--- src/sv/pfd_pkg.sv ---
// ----------------------------------------------------------------------------
// pfd_pkg
// Shared widths, register indexes, state and command codes of the PID
// controller with filtered derivative and PWM output.
// ----------------------------------------------------------------------------
`default_nettype none

package pfd_pkg;

	// field widths
	localparam int unsigned SAMPLE_W   = 16;
	localparam int unsigned ERR_W      = SAMPLE_W + 1;
	localparam int unsigned GAIN_W     = 24;
	localparam int unsigned ALPHA_W    = 17;
	localparam int unsigned LIM_W      = 16;
	localparam int unsigned DIR_W      = 2;
	localparam int unsigned DUTY_W     = 16;
	localparam int unsigned DRIVE_W    = 16;
	localparam int unsigned CFG_IDX_W  = 3;
	localparam int unsigned CFG_DATA_W = 24;

	// fixed point
	localparam int unsigned FRAC_BITS  = 16;
	localparam int unsigned ALPHA_FRAC = 16;
	localparam int unsigned PWM_MIN    = 0;

	// datapath widths
	localparam int unsigned ACC_W      = 48;
	localparam int unsigned MUL_W      = GAIN_W + 1;
	localparam int unsigned PROD_W     = 2 * MUL_W;
	localparam int unsigned DIFF_LO_W  = 22;
	localparam int unsigned DIFF_HI_W  = 21;
	localparam int unsigned DIFF_W     = DIFF_LO_W + DIFF_HI_W;
	localparam int unsigned FILT_W     = 64;

	localparam logic [ALPHA_W-1:0] ALPHA_ONE = ALPHA_W'(1 << ALPHA_FRAC);

	// register reset values
	localparam logic [GAIN_W-1:0]         GAIN_RST   = '0;
	localparam logic signed [LIM_W-1:0]   LIM_HI_RST = 16'sh7FFF;
	localparam logic signed [LIM_W-1:0]   LIM_LO_RST = -16'sh8000;

	// direction codes
	localparam logic [DIR_W-1:0] DIR_MINUS_ONE = 2'b11;
	localparam logic [DIR_W-1:0] DIR_ZERO      = 2'b00;
	localparam logic [DIR_W-1:0] DIR_PLUS_ONE  = 2'b01;

	typedef enum logic [CFG_IDX_W-1:0] {
		REG_KP_GAIN       = 3'd0,
		REG_KI_DT_GAIN    = 3'd1,
		REG_KD_DT_GAIN    = 3'd2,
		REG_FILTER_ALPHA  = 3'd3,
		REG_INTEGRAL_HIGH = 3'd4,
		REG_INTEGRAL_LOW  = 3'd5,
		REG_DRIVE_HIGH    = 3'd6,
		REG_DRIVE_LOW     = 3'd7
	} cfg_idx_t;

	typedef enum logic [3:0] {
		S_IDLE,
		S_MUL_P,
		S_MUL_I,
		S_MUL_D,
		S_DIFF,
		S_MUL_LO,
		S_MUL_HI,
		S_FILT,
		S_SUM,
		S_OUT
	} state_t;

	typedef enum logic [3:0] {
		OP_NONE,
		OP_LOAD,
		OP_MUL_P,
		OP_MUL_I,
		OP_MUL_D,
		OP_DIFF,
		OP_MUL_LO,
		OP_MUL_HI,
		OP_FILT,
		OP_SUM,
		OP_OUT
	} dp_op_t;

endpackage

`default_nettype wire

--- src/sv/pfd_in_if.sv ---
// ----------------------------------------------------------------------------
// pfd_in_if
// Sample channel: one beat carries a target and a measured value.
// ----------------------------------------------------------------------------
`default_nettype none

interface pfd_in_if;
	import pfd_pkg::*;

	logic                       valid;
	logic                       ready;
	logic signed [SAMPLE_W-1:0] target;
	logic signed [SAMPLE_W-1:0] measured;

	modport source (output valid, output target, output measured, input ready);
	modport sink (input valid, input target, input measured, output ready);
endinterface

`default_nettype wire

--- src/sv/pfd_out_if.sv ---
// ----------------------------------------------------------------------------
// pfd_out_if
// Result channel: one beat carries direction, pwm duty and clamped drive.
// ----------------------------------------------------------------------------
`default_nettype none

interface pfd_out_if;
	import pfd_pkg::*;

	logic                      valid;
	logic                      ready;
	logic signed [DIR_W-1:0]   direction;
	logic [DUTY_W-1:0]         pwm_duty;
	logic signed [DRIVE_W-1:0] drive;

	modport source (output valid, output direction, output pwm_duty, output drive, input ready);
	modport sink (input valid, input direction, input pwm_duty, input drive, output ready);
endinterface

`default_nettype wire

--- src/sv/pfd_ctrl.sv ---
// ----------------------------------------------------------------------------
// pfd_ctrl
// Sequencer: steps the datapath through one sample and owns the result
// valid flag.
// ----------------------------------------------------------------------------
`default_nettype none

module pfd_ctrl (
	input  wire logic             clk,
	input  wire logic             arst_n,
	input  wire logic             in_valid,
	output logic                  in_ready,
	output logic                  out_valid,
	input  wire logic             out_ready,
	output pfd_pkg::dp_op_t       op
);
	import pfd_pkg::*;

	state_t state_q;
	state_t state_nxt;
	logic   out_valid_q;
	logic   out_free;

	assign out_free  = !out_valid_q || out_ready;
	assign out_valid = out_valid_q;

	always_ff @(posedge clk or negedge arst_n) begin
		if (!arst_n) begin
			state_q     <= S_IDLE;
			out_valid_q <= 1'b0;
		end else begin
			state_q <= state_nxt;
			if (op == OP_OUT) begin
				out_valid_q <= 1'b1;
			end else if (out_ready) begin
				out_valid_q <= 1'b0;
			end
		end
	end

	always_comb begin
		state_nxt = state_q;
		op        = OP_NONE;
		in_ready  = 1'b0;
		unique case (state_q)
			S_IDLE: begin
				in_ready = 1'b1;
				if (in_valid) begin
					op        = OP_LOAD;
					state_nxt = S_MUL_P;
				end
			end
			S_MUL_P: begin
				op        = OP_MUL_P;
				state_nxt = S_MUL_I;
			end
			S_MUL_I: begin
				op        = OP_MUL_I;
				state_nxt = S_MUL_D;
			end
			S_MUL_D: begin
				op        = OP_MUL_D;
				state_nxt = S_DIFF;
			end
			S_DIFF: begin
				op        = OP_DIFF;
				state_nxt = S_MUL_LO;
			end
			S_MUL_LO: begin
				op        = OP_MUL_LO;
				state_nxt = S_MUL_HI;
			end
			S_MUL_HI: begin
				op        = OP_MUL_HI;
				state_nxt = S_FILT;
			end
			S_FILT: begin
				op        = OP_FILT;
				state_nxt = S_SUM;
			end
			S_SUM: begin
				op        = OP_SUM;
				state_nxt = S_OUT;
			end
			S_OUT: begin
				if (out_free) begin
					op        = OP_OUT;
					state_nxt = S_IDLE;
				end
			end
			default: begin
				state_nxt = S_IDLE;
			end
		endcase
	end

	// a sample taken in idle starts the multiply sequence
	a_accept_starts: assert property (@(posedge clk) disable iff (!arst_n)
		(in_valid && in_ready) |=> (state_q == S_MUL_P))
		else $error("accepted sample did not start the sequence");

	// a new result appears only out of the output step
	a_valid_from_out: assert property (@(posedge clk) disable iff (!arst_n)
		$rose(out_valid_q) |-> ($past(state_q) == S_OUT))
		else $error("result valid raised outside the output step");

	// a free output register always takes the finished result
	a_out_drains: assert property (@(posedge clk) disable iff (!arst_n)
		(state_q == S_OUT && out_free) |=> (state_q == S_IDLE && out_valid_q))
		else $error("finished result not loaded into a free output register");

endmodule

`default_nettype wire

--- src/sv/pfd_dp.sv ---
// ----------------------------------------------------------------------------
// pfd_dp
// Datapath: configuration registers, controller state, one shared 25x25
// multiplier, clamps, derivative filter and the output register.
// ----------------------------------------------------------------------------
`default_nettype none

module pfd_dp #(
	parameter int unsigned PWM_MIN = pfd_pkg::PWM_MIN
) (
	input  wire logic                                clk,
	input  wire logic                                arst_n,
	input  wire logic                                cfg_we,
	input  wire logic [pfd_pkg::CFG_IDX_W-1:0]       cfg_index,
	input  wire logic [pfd_pkg::CFG_DATA_W-1:0]      cfg_wdata,
	input  wire pfd_pkg::dp_op_t                     op,
	input  wire logic signed [pfd_pkg::SAMPLE_W-1:0] target,
	input  wire logic signed [pfd_pkg::SAMPLE_W-1:0] measured,
	output logic signed [pfd_pkg::DIR_W-1:0]         direction,
	output logic [pfd_pkg::DUTY_W-1:0]               pwm_duty,
	output logic signed [pfd_pkg::DRIVE_W-1:0]       drive
);
	import pfd_pkg::*;

	localparam logic signed [ACC_W-1:0] TRUNC_BIAS = ACC_W'((1 << FRAC_BITS) - 1);

	// configuration
	logic [GAIN_W-1:0]        kp_q, ki_q, kd_q;
	logic [ALPHA_W-1:0]       alpha_q;
	logic signed [LIM_W-1:0]  ihi_q, ilo_q, dhi_q, dlo_q;

	// controller state
	logic signed [ERR_W-1:0]  prev_q;
	logic signed [ACC_W-1:0]  iacc_q;
	logic signed [ACC_W-1:0]  fd_q;

	// per-sample work registers
	logic signed [ERR_W-1:0]  e_q;
	logic signed [ACC_W-1:0]  prod_q;
	logic signed [ACC_W-1:0]  up_q;
	logic signed [ACC_W-1:0]  lo_q;
	logic signed [DIFF_W-1:0] diff_q;
	logic signed [ACC_W-1:0]  u_q;

	// output register
	logic [DIR_W-1:0]         dir_q;
	logic [DUTY_W-1:0]        duty_q;
	logic [DRIVE_W-1:0]       drive_q;

	logic [ALPHA_W-1:0]       alpha_eff;
	logic signed [ERR_W:0]    de;
	logic signed [MUL_W-1:0]  mul_a, mul_b;
	logic signed [PROD_W-1:0] mul_p;
	logic signed [ERR_W-1:0]  e_new;
	logic signed [ACC_W-1:0]  iacc_nxt;
	logic signed [ACC_W-1:0]  diff_full;
	logic signed [FILT_W-1:0] filt_hi, filt_lo, filt_sum, filt_sh;
	logic signed [ACC_W-1:0]  sum_full, u_nxt;
	logic signed [ACC_W-1:0]  u_bias, drv_full;
	logic signed [DRIVE_W:0]  drv_ext;
	logic [DRIVE_W:0]         mag;
	logic [DRIVE_W:0]         mag_adj;
	logic [DIR_W-1:0]         dir_nxt;

	function automatic logic signed [ACC_W-1:0] clamp_lim(
		input logic signed [ACC_W-1:0] v,
		input logic signed [LIM_W-1:0] hi,
		input logic signed [LIM_W-1:0] lo
	);
		logic signed [ACC_W-1:0] h;
		logic signed [ACC_W-1:0] l;
		h = {{(ACC_W-LIM_W){hi[LIM_W-1]}}, hi} <<< FRAC_BITS;
		l = {{(ACC_W-LIM_W){lo[LIM_W-1]}}, lo} <<< FRAC_BITS;
		if (v > h) begin
			return h;
		end else if (v < l) begin
			return l;
		end
		return v;
	endfunction

	// configuration writes
	always_ff @(posedge clk or negedge arst_n) begin
		if (!arst_n) begin
			kp_q    <= GAIN_RST;
			ki_q    <= GAIN_RST;
			kd_q    <= GAIN_RST;
			alpha_q <= ALPHA_ONE;
			ihi_q   <= LIM_HI_RST;
			ilo_q   <= LIM_LO_RST;
			dhi_q   <= LIM_HI_RST;
			dlo_q   <= LIM_LO_RST;
		end else if (cfg_we) begin
			unique case (cfg_idx_t'(cfg_index))
				REG_KP_GAIN:       kp_q    <= cfg_wdata[GAIN_W-1:0];
				REG_KI_DT_GAIN:    ki_q    <= cfg_wdata[GAIN_W-1:0];
				REG_KD_DT_GAIN:    kd_q    <= cfg_wdata[GAIN_W-1:0];
				REG_FILTER_ALPHA:  alpha_q <= cfg_wdata[ALPHA_W-1:0];
				REG_INTEGRAL_HIGH: ihi_q   <= cfg_wdata[LIM_W-1:0];
				REG_INTEGRAL_LOW:  ilo_q   <= cfg_wdata[LIM_W-1:0];
				REG_DRIVE_HIGH:    dhi_q   <= cfg_wdata[LIM_W-1:0];
				REG_DRIVE_LOW:     dlo_q   <= cfg_wdata[LIM_W-1:0];
				default: ;
			endcase
		end
	end

	assign alpha_eff = (alpha_q > ALPHA_ONE) ? ALPHA_ONE : alpha_q;
	assign de        = {e_q[ERR_W-1], e_q} - {prev_q[ERR_W-1], prev_q};
	assign e_new     = {target[SAMPLE_W-1], target} - {measured[SAMPLE_W-1], measured};

	// shared multiplier operand select
	always_comb begin
		mul_a = '0;
		mul_b = '0;
		case (op)
			OP_MUL_P: begin
				mul_a = {1'b0, kp_q};
				mul_b = {{(MUL_W-ERR_W){e_q[ERR_W-1]}}, e_q};
			end
			OP_MUL_I: begin
				mul_a = {1'b0, ki_q};
				mul_b = {{(MUL_W-ERR_W){e_q[ERR_W-1]}}, e_q};
			end
			OP_MUL_D: begin
				mul_a = {1'b0, kd_q};
				mul_b = {{(MUL_W-ERR_W-1){de[ERR_W]}}, de};
			end
			OP_MUL_LO: begin
				mul_a = {{(MUL_W-ALPHA_W){1'b0}}, alpha_eff};
				mul_b = {{(MUL_W-DIFF_LO_W){1'b0}}, diff_q[DIFF_LO_W-1:0]};
			end
			OP_MUL_HI: begin
				mul_a = {{(MUL_W-ALPHA_W){1'b0}}, alpha_eff};
				mul_b = {{(MUL_W-DIFF_HI_W){diff_q[DIFF_W-1]}},
					diff_q[DIFF_W-1:DIFF_LO_W]};
			end
			default: ;
		endcase
	end

	assign mul_p = mul_a * mul_b;

	// integral with anti-windup clamp
	assign iacc_nxt  = clamp_lim(iacc_q + prod_q, ihi_q, ilo_q);
	assign diff_full = prod_q - fd_q;

	// filter: fd + floor(alpha * (ud - fd) / 2^16), split product recombined
	assign filt_hi  = {{(FILT_W-ACC_W){prod_q[ACC_W-1]}}, prod_q};
	assign filt_lo  = {{(FILT_W-ACC_W){lo_q[ACC_W-1]}}, lo_q};
	assign filt_sum = (filt_hi <<< DIFF_LO_W) + filt_lo;
	assign filt_sh  = filt_sum >>> ALPHA_FRAC;

	assign sum_full = up_q + fd_q + iacc_q;
	assign u_nxt    = clamp_lim(sum_full, dhi_q, dlo_q);

	// output stage: truncate toward zero, magnitude, direction
	assign u_bias   = u_q + ((u_q < 0) ? TRUNC_BIAS : '0);
	assign drv_full = u_bias >>> FRAC_BITS;
	assign drv_ext  = {drv_full[DRIVE_W-1], drv_full[DRIVE_W-1:0]};
	assign mag      = (drv_ext < 0) ? (DRIVE_W+1)'(0) - drv_ext : drv_ext;
	assign mag_adj  = (mag < (DRIVE_W+1)'(PWM_MIN) && e_q != 0) ? (DRIVE_W+1)'(PWM_MIN) : mag;
	assign dir_nxt  = (u_q > 0) ? DIR_MINUS_ONE : ((u_q < 0) ? DIR_PLUS_ONE : DIR_ZERO);

	always_ff @(posedge clk or negedge arst_n) begin
		if (!arst_n) begin
			prev_q <= '0;
			iacc_q <= '0;
			fd_q   <= '0;
		end else begin
			if (op == OP_MUL_D) begin
				iacc_q <= iacc_nxt;
			end
			if (op == OP_FILT) begin
				fd_q   <= fd_q + filt_sh[ACC_W-1:0];
				prev_q <= e_q;
			end
		end
	end

	always_ff @(posedge clk) begin
		case (op)
			OP_LOAD: e_q <= e_new;
			OP_MUL_P: prod_q <= mul_p[ACC_W-1:0];
			OP_MUL_I: begin
				prod_q <= mul_p[ACC_W-1:0];
				up_q   <= prod_q;
			end
			OP_MUL_D: prod_q <= mul_p[ACC_W-1:0];
			OP_DIFF: diff_q <= diff_full[DIFF_W-1:0];
			OP_MUL_LO: prod_q <= mul_p[ACC_W-1:0];
			OP_MUL_HI: begin
				prod_q <= mul_p[ACC_W-1:0];
				lo_q   <= prod_q;
			end
			OP_SUM: u_q <= u_nxt;
			OP_OUT: begin
				dir_q   <= dir_nxt;
				duty_q  <= mag_adj[DUTY_W-1:0];
				drive_q <= drv_full[DRIVE_W-1:0];
			end
			default: ;
		endcase
	end

	assign direction = dir_q;
	assign pwm_duty  = duty_q;
	assign drive     = drive_q;

endmodule

`default_nettype wire

--- src/sv/pid_filtered_derivative_pwm.sv ---
// ----------------------------------------------------------------------------
// pid_filtered_derivative_pwm
// PID controller with low-pass filtered derivative, integral anti-windup and
// a direction / pwm output stage.
//
// usage
// - in_ch takes one sample per beat: target and measured, signed 16 bit
// - out_ch gives one result beat per sample: direction, pwm_duty, drive
// - cfg_we / cfg_index / cfg_wdata write the gain, filter and limit
//   registers; write only while no sample is in flight
// - one sample takes the accept step plus nine sequencer steps
//   (three gain products, the filter difference, a split 17x43 filter
//   product on the one shared 25x25 multiplier, filter update, sum and
//   clamp, output load); result valid is registered by the output load
// - a new sample is accepted only once the sequencer is back in idle
// - the output register holds the last result, so the next sample is
//   accepted while that result still waits for the receiver
// - a stalled receiver parks the sequencer in its output step; in_ch
//   stays not ready until the previous result has left
// - reset clears the integral, filter and previous error, restores the
//   register defaults and drops result valid
// ----------------------------------------------------------------------------
`default_nettype none

module pid_filtered_derivative_pwm #(
	parameter int unsigned PWM_MIN = pfd_pkg::PWM_MIN
) (
	input  wire logic                           clk,
	input  wire logic                           arst_n,
	input  wire logic                           cfg_we,
	input  wire logic [pfd_pkg::CFG_IDX_W-1:0]  cfg_index,
	input  wire logic [pfd_pkg::CFG_DATA_W-1:0] cfg_wdata,
	pfd_in_if.sink                              in_ch,
	pfd_out_if.source                           out_ch
);
	import pfd_pkg::*;

	// sequencer command to the datapath
	dp_op_t op;
	logic   in_ready;
	logic   out_valid;

	pfd_ctrl u_ctrl (
		.clk       (clk),
		.arst_n    (arst_n),
		.in_valid  (in_ch.valid),
		.in_ready  (in_ready),
		.out_valid (out_valid),
		.out_ready (out_ch.ready),
		.op        (op)
	);

	// arithmetic, state and output register
	pfd_dp #(
		.PWM_MIN (PWM_MIN)
	) u_dp (
		.clk       (clk),
		.arst_n    (arst_n),
		.cfg_we    (cfg_we),
		.cfg_index (cfg_index),
		.cfg_wdata (cfg_wdata),
		.op        (op),
		.target    (in_ch.target),
		.measured  (in_ch.measured),
		.direction (out_ch.direction),
		.pwm_duty  (out_ch.pwm_duty),
		.drive     (out_ch.drive)
	);

	// handshake wiring
	assign in_ch.ready  = in_ready;
	assign out_ch.valid = out_valid;

endmodule

`default_nettype wire

--- src/flat_wrapper.sv ---
// flat-port wrapper written by rule: the top's interface ports become plain ports
module pid_filtered_derivative_pwm_flat import pfd_pkg::*;
#(
	parameter int unsigned PWM_MIN = pfd_pkg::PWM_MIN
)
  (clk, arst_n, cfg_we, cfg_index, cfg_wdata, in_ch_valid, in_ch_target, in_ch_measured, in_ch_ready, out_ch_valid, out_ch_direction, out_ch_pwm_duty, out_ch_drive, out_ch_ready);
  pfd_in_if in_ch_i ();
  pfd_out_if out_ch_i ();
  input  wire logic clk;
  input  wire logic arst_n;
  input  wire logic cfg_we;
  input  wire logic [pfd_pkg::CFG_IDX_W-1:0] cfg_index;
  input  wire logic [pfd_pkg::CFG_DATA_W-1:0] cfg_wdata;
  input wire logic [$bits(in_ch_i.valid)-1:0] in_ch_valid;
  input wire logic [$bits(in_ch_i.target)-1:0] in_ch_target;
  input wire logic [$bits(in_ch_i.measured)-1:0] in_ch_measured;
  output wire logic [$bits(in_ch_i.ready)-1:0] in_ch_ready;
  output wire logic [$bits(out_ch_i.valid)-1:0] out_ch_valid;
  output wire logic [$bits(out_ch_i.direction)-1:0] out_ch_direction;
  output wire logic [$bits(out_ch_i.pwm_duty)-1:0] out_ch_pwm_duty;
  output wire logic [$bits(out_ch_i.drive)-1:0] out_ch_drive;
  input wire logic [$bits(out_ch_i.ready)-1:0] out_ch_ready;
  assign in_ch_i.valid = in_ch_valid;
  assign in_ch_i.target = in_ch_target;
  assign in_ch_i.measured = in_ch_measured;
  assign in_ch_ready = in_ch_i.ready;
  assign out_ch_valid = out_ch_i.valid;
  assign out_ch_direction = out_ch_i.direction;
  assign out_ch_pwm_duty = out_ch_i.pwm_duty;
  assign out_ch_drive = out_ch_i.drive;
  assign out_ch_i.ready = out_ch_ready;
  pid_filtered_derivative_pwm #(.PWM_MIN(PWM_MIN)) u_core (.clk(clk), .arst_n(arst_n), .cfg_we(cfg_we), .cfg_index(cfg_index), .cfg_wdata(cfg_wdata), .in_ch(in_ch_i), .out_ch(out_ch_i));
endmodule
--- config.mk ---
export PLATFORM = sky130hd
export DESIGN_NAME = pid_filtered_derivative_pwm_flat
export DESIGN_NICKNAME = d
export VERILOG_FILES = /design/src/sv/pfd_pkg.sv /design/src/sv/pfd_in_if.sv /design/src/sv/pfd_out_if.sv /design/src/sv/pfd_ctrl.sv /design/src/sv/pfd_dp.sv /design/src/sv/pid_filtered_derivative_pwm.sv /design/src/flat_wrapper.sv
export SDC_FILE = /design/constraint.sdc
export NUM_CORES = 2
export LEC_CHECK = 0
export BUFFER_PORTS_ARGS = -buffer_cell sky130_fd_sc_hd__buf_2
export CORE_MARGIN = 5
export CORE_UTILIZATION = 59
export CTS_BUF_LIST = sky130_fd_sc_hd__clkbuf_4 sky130_fd_sc_hd__clkbuf_8 sky130_fd_sc_hd__clkbuf_16
export CTS_CLUSTER_DIAMETER = 200
export DETAILED_ROUTE_END_ITERATION = 10
export GPL_TIMING_DRIVEN = 0
export HOLD_SLACK_MARGIN = 0.03
export PLACE_DENSITY_LB_ADDON = 0.15
export SLEW_MARGIN = 10
export SYNTH_ARGS = -nofsm -noshare
export SYNTH_HDL_FRONTEND = slang
export SYNTH_HIERARCHICAL = 1
export SYNTH_SLANG_ARGS = --single-unit
--- constraint.sdc ---
create_clock -name clk -period 9.8 [get_ports clk]
set_clock_uncertainty 0.05 [all_clocks]
set_input_delay 0.49 -clock clk [delete_from_list [all_inputs] [get_ports clk]]
set_output_delay 0.49 -clock clk [all_outputs]
set_load 0.01 [all_outputs]
; ---- Word level (Yosys, flattened, before mapping)
; Cells that the tools add are included.
[word_totals]
input_bits = 64
elab_cells = 114
latch_bits = 0
ramBits = 0
romBits = 0
ff_bits = 557
mem_count = 0
[op_classes]
mux = 25
div_mod_pow = 0
eq_ne = 28
bitwise = 0
n_addsub = 10
n_shift = 0
magnitude_cmp = 9
n_reduce_logical = 19
mul = 1
[ops]
columns = operator, count
row1 = two-way mux 48 bit, 6
row2 = adder 48 bit, 4
row3 = one-hot mux 25 bit (4 select lines), 1
row4 = > comparator 48 x 32 -> 1 bit, 2
row5 = < comparator 48 x 32 -> 1 bit, 2
row6 = one-hot mux 24 bit (4 select lines), 1
row7 = one-hot mux 4 bit (10 select lines), 2
row8 = adder 64 x 48 -> 64 bit, 1
row9 = "> comparator 48 x 1 -> 1 bit, second input constant", 1
row10 = "< comparator 48 x 1 -> 1 bit, second input constant", 1
row11 = multiplier 25 x 25 -> 48 bit, 1
row12 = subtractor 43 bit, 1
row13 = two-way mux 17 bit, 2
row14 = adder 32 x 16 -> 32 bit, 1
row15 = "== test 4 x 3 -> 1 bit, second input constant", 8
row16 = nonzero test 32 bit, 1
row17 = "== test 4 bit, second input constant", 5
row18 = AND reduction 2 bit, 9
row19 = subtractor 17 x 17 -> 18 bit, 1
row20 = "> comparator 17 bit, second input constant", 1
row21 = "< comparator 17 x 1 -> 1 bit, second input constant", 1
row22 = "subtractor 1 x 16 -> 17 bit, first input constant", 1
row23 = subtractor 16 x 16 -> 17 bit, 1
row24 = "== test 4 x 2 -> 1 bit, second input constant", 4
row25 = other kinds (17), 34

; ---- Depth between registers and ports, before layout
[depth]
depth_word = 8
depth_mapped = 41

; ---- Cells and area by module
; The synthesis kept the hierarchy.
[by_module_without_submodules]
columns = mod, area_per_inst_um2, cells_each, seq_area_each_um2, instances
row1 = pfd_dp, 57149.8, 5989, 14775.4, 1
row2 = pfd_ctrl, 274.0, 30, 125.1, 1

; ---- Worst setup path after synthesis
; OpenSTA, ideal clock, no wires.
[synth_timing]
path_type = input port to flip-flop
from = in out_ch_ready
to = reg u_core.u_dp.prod_q[40] (data pin)
arrival_time_ns = 9.594
required_time_ns = 9.492
setup_slack_ns = -0.102
path_stages = 31
path_cell_list = nor2b_1 and2_1 o21ai_0 nand2b_1 or2_2 clkbuf_1 nor2_1 a21oi_1 clkbuf_1 nand2_1 nand2_1 fa_1 fa_1 inv_1 fa_1 fa_1 fa_1 fa_1 inv_1 fa_1 inv_1 ha_1 and3_1 nor2b_1 o41ai_1 nand2_1 a21o_1 a21o_1 o41a_1 a31oi_1 xnor2_1
[synth_between]
elab_chain_len = 7
elab_cells_between_ends = 13
cone_classes = mul: 1 / eq/ne: 5 / mux: 4 / reduce/logical: 3
[synth_lines]
columns = element, line
row1 = from (decl), flat_wrapper.sv:22  ; input wire logic [$bits(out_ch_i.ready)-1:0] out_ch_ready;
row2 = logical OR 1 bit *, pfd_ctrl.sv:24  ; assign out_free = !out_valid_q || out_ready;
row3 = two-way mux 4 bit *, pfd_ctrl.sv:86  ; if (out_free) begin
row4 = one-hot mux 4 bit (10 select lines) *, pfd_ctrl.sv:45  ; unique case (state_q)
row5 = via u_core.op[3], pid_filtered_derivative_pwm.sv:39  ; dp_op_t op;
row6 = == test 4 x 3 -> 1 bit or == test 4 x 2 -> 1 bit (tied branches), pfd_dp.sv:116  ; case (op)
row7 = OR reduction 2 bit (no line), --
row8 = one-hot mux 24 bit (4 select lines) or one-hot mux 25 bit (4 select lines) (tied branches), pfd_dp.sv:116
row9 = multiplier 25 x 25 -> 48 bit *, pfd_dp.sv:142  ; assign mul_p = mul_a * mul_b;
row10 = via u_core.u_dp.mul_p[40], pfd_dp.sv:53  ; logic signed [PROD_W-1:0] mul_p;
row11 = to (signal assigned), pfd_dp.sv:184  ; OP_MUL_P: prod_q <= mul_p[ACC_W-1:0];
row12 = to (signal assigned), pfd_dp.sv:186  ; prod_q <= mul_p[ACC_W-1:0];
row13 = to (signal assigned), pfd_dp.sv:189  ; OP_MUL_D: prod_q <= mul_p[ACC_W-1:0];
row14 = to (decl), pfd_dp.sv:39  ; logic signed [ACC_W-1:0] prod_q;
; Mark *: on every way through the listed nets, which the timed path passes. The rest lies on a longest branch.
; A chain may end at the register's enable or synchronous reset.

; ---- Worst setup path after layout
[layout_timing]
from = reg u_core.u_dp.e_q[0]
to = reg u_core.u_dp.prod_q[40] (data pin)
[layout_between]
elab_chain_len = 3
[layout_lines]
columns = element, line
row1 = from (decl), pfd_dp.sv:38  ; logic signed [ERR_W-1:0] e_q;
row2 = from (signal assigned), pfd_dp.sv:183  ; OP_LOAD: e_q <= e_new;
row3 = subtractor 17 x 17 -> 18 bit, pfd_dp.sv:109  ; assign de = {e_q[ERR_W-1], e_q} - {prev_q[ERR_W-1], prev_q};
row4 = one-hot mux 25 bit (4 select lines) *, pfd_dp.sv:116
row5 = multiplier 25 x 25 -> 48 bit *, pfd_dp.sv:142
row6 = via u_core.u_dp.mul_p[40], pfd_dp.sv:53
; Marked as above.

==> metrics.txt <==
latest clock arrival within the worst-skew pair 690 ps; largest net degree at the start of global routing 97; minimum clock period 9920 ps; Hold EP u_core/u_dp/kd_q[16]; Fin Setup TNS -184 ps; async set-reset flop share out of synthesis 50.2%; Post-synth top flop edfxtp_1; Final ANT Viol Nets 0; routability cong. 1.01; WP data required 10140 ps; unrepaired setup endpoints after global routing yes; port bufs 95; slew margin rel. -3.25%; sequential area share after synthesis 25.9%; Worst Hold Class input port to flip-flop; Cell Rows 114; Arr. time, crit path 10250 ps; Synth warnings 6; Die X 322 um; Crit path top cell by count fa_1; Final nets 7497; CP max FO 5; most frequent cells in the layout inv_1 (816), nand2_1 (694), ha_1 (582); Area Growth Syn to Fin 11.7%; Mapped Avg Cell Area 9.54 um^2; Startpoint Class flip-flop; Post-Route WL 193000 um; Post-Synthesis Cell Area 0.0574 mm^2; Final period util 101%; RR Endpoint u_core/u_dp/prod_q[40]; r2r startpoint u_core/u_dp/e_q[0]; clk buf depth 3; r2r setup slk -120 ps; post-synthesis register bit count 540; CTS tree done; cts bufs inserted 59; Post-synth EDFFs 269; Avg WL per Cell 25.4 um; number of clock sinks 540; DR vias/cell 6.07; status finished with violations; # setup viols final 4; DIE AREA 0.104 mm^2; via count 46200; Hold Path Origin cfg_wdata[16]; worst setup margin -115 ps; CTS root buf clkbuf_16; Die Ht 322 um; failing checks max-capacitance violations, max-slew violations, negative setup slack; CP peak stage delay 550 ps; FF-to-FF path depth 42; Worst path slowest cell fa_1; first-pass GRT wire length 288000 um; post-route cell area 0.0641 mm^2; Netlist cell types 104; Final Hold Vio Count 0; hold slack final 78.1 ps; Post-DP HPWL 156000 um; Cells after Synth 6019; GRT overflow 0; share of layout cells above drive strength 1 13.0%; WP buf/inv 10; CTS clk-pin slew, worst paths 60 ps; starting DRC count in detailed routing 4176; synthesized net count 7234; hold path cells 2; most common cell after layout, fill and taps aside inv_1; Setup CP Type flip-flop to flip-flop; CP endpoint kind flip-flop; number of global-route vias before repair 46700; Initial Util 59.4%; max_cap viols 1; Final Max Slew Viols 3; Filler Cell Count 7953; Pre-antenna DRT Iters 5; IO Count 100; Worst Tran Pin Value 1540 ps; GRT Total Usage 37.0%; Placement Cell Area 0.0600 mm^2; Core Area 0.0967 mm^2; initial antenna violation count 6; CP delay by family, top adder cells; H-tree depth 2; fmax 101 MHz; # DRC 0
## worst reg2reg max path, delay by kind of cell (launching register included)
family,cells,cell delay [ps]
buf+inv,10,810
xor+xnor,2,290
fa+ha+maj,10,4170
flops,1,470
simple gates,5,630
compound gates,15,3170
## layer usage
metal  vias up  track usage, %  share of wire (%)
li1      21000               -                  -
met1     22800            47.3                 39
met2      1877            59.4                 45
met3       536            6.72                7.8
met4         2            21.3                7.5
met5         -               0             0.0067
## cells in the mapped netlist (all sizes together), types with 9 or more instances
library cell	instances	area, um^2
nor4	18	128
buf	32	171
a21boi	14	105
o211a	9	90.1
fa	556	11100
nor2b	50	313
nand2b	41	257
a31oi	36	231
o21bai	47	353
o221ai	16	140
a2111oi	10	114
edfxtp	269	8080
or2	9	56.3
o21ai	274	1380
xnor2	221	1940
a211oi	37	293
nor2	420	1580
or3	20	125
o211ai	35	282
a221o	22	220
and4	13	114
mux2i	64	641
a21oi	343	1780
nand4	60	375
inv	831	3120
o21a	52	390
a21o	180	1350
xor2	84	743
dfrtp	238	5960
o22ai	10	76.3
nor3	51	260
nor3b	9	67.6
and3	42	263
a211o	13	114
nand2	703	2650
mux2	149	1680
nand3	68	340
o31ai	30	254
dfstp	33	867
and2	43	269
clkbuf	157	589
ha	595	7440
a221oi	31	284
## stage by stage
stage | util [%] | setup slack, ps | std cells
6_report | 66.3 | -115 | 7610
3_3_place_gp | 61.5 | -3300 | 7390
4_1_cts | 65.5 | -28.0 | 7574
3_5_place_dp | 62.1 | -3090 | 7421
2_1_floorplan | - | 227 | 6019
5_1_grt | 66.3 | -368 | 7609
## kinds of logic after synthesis
kind of cell | Yosys count | share of synthesized area (%)
xor+xnor | 305 | 4.67
compound gates | 1220 | 14.0
buf+inv | 1020 | 6.76
mux | 213 | 4.04
fa+ha+maj | 1151 | 32.3
simple gates | 1570 | 12.2
flops | 540 | 25.9
## state kept, by name, indices dropped and copies added (netlist names), 24 cells and up
signal and flops:
u_core/u_dp/ki_q 24, u_core/u_dp/kd_q 24, u_core/u_dp/diff_q 43, u_core/u_dp/kp_q 24, u_core/u_dp/u_q 48, u_core/u_dp/lo_q 32
u_core/u_dp/iacc_q 48, u_core/u_dp/fd_q 48, u_core/u_dp/prod_q 48, u_core/u_dp/up_q 48
## cell type report
class	count	area (um^2)	area share [%]
timing repair buffer	210	1610	2.51
clock inverter	37	449	0.700
inverter	831	3130	4.88
antenna	1	2.50	0.00390
buffer	181	1030	1.61
tap	1276	1600	2.49
multi-input combinational	4459	39700	61.9
sequential	540	14900	23.2
clock buffer	75	1690	2.63
## timing repair
action                                 CTS  global route
buffers inserted                        38            36
gates resized for setup                235           141
setup endpoints to repair               36            19
endpoints found under the hold margin  104             0
gates cloned                             0             1
pin swaps                               29            50
hold buffers                             9             0
## worst max-delay path by stage
stage / start / endpoint / cells past startpoint
2_1_floorplan: u_core/u_ctrl/state_q[1] / u_core/u_dp/prod_q[40] / 34
3_3_place_gp: u_core/u_ctrl/state_q[1] / u_core/u_dp/prod_q[40] / 34
3_5_place_dp: u_core/u_ctrl/state_q[1] / u_core/u_dp/prod_q[40] / 34
4_1_cts: u_core/u_dp/e_q[0] / u_core/u_dp/prod_q[40] / 40
5_1_grt: u_core/u_dp/e_q[0] / u_core/u_dp/prod_q[40] / 42
6_report: u_core/u_dp/e_q[0] / u_core/u_dp/prod_q[40] / 42
Power is left out: the tool's default activity adds up to more than one toggle a clock period on the data nets, which glitch-free logic cannot reach.
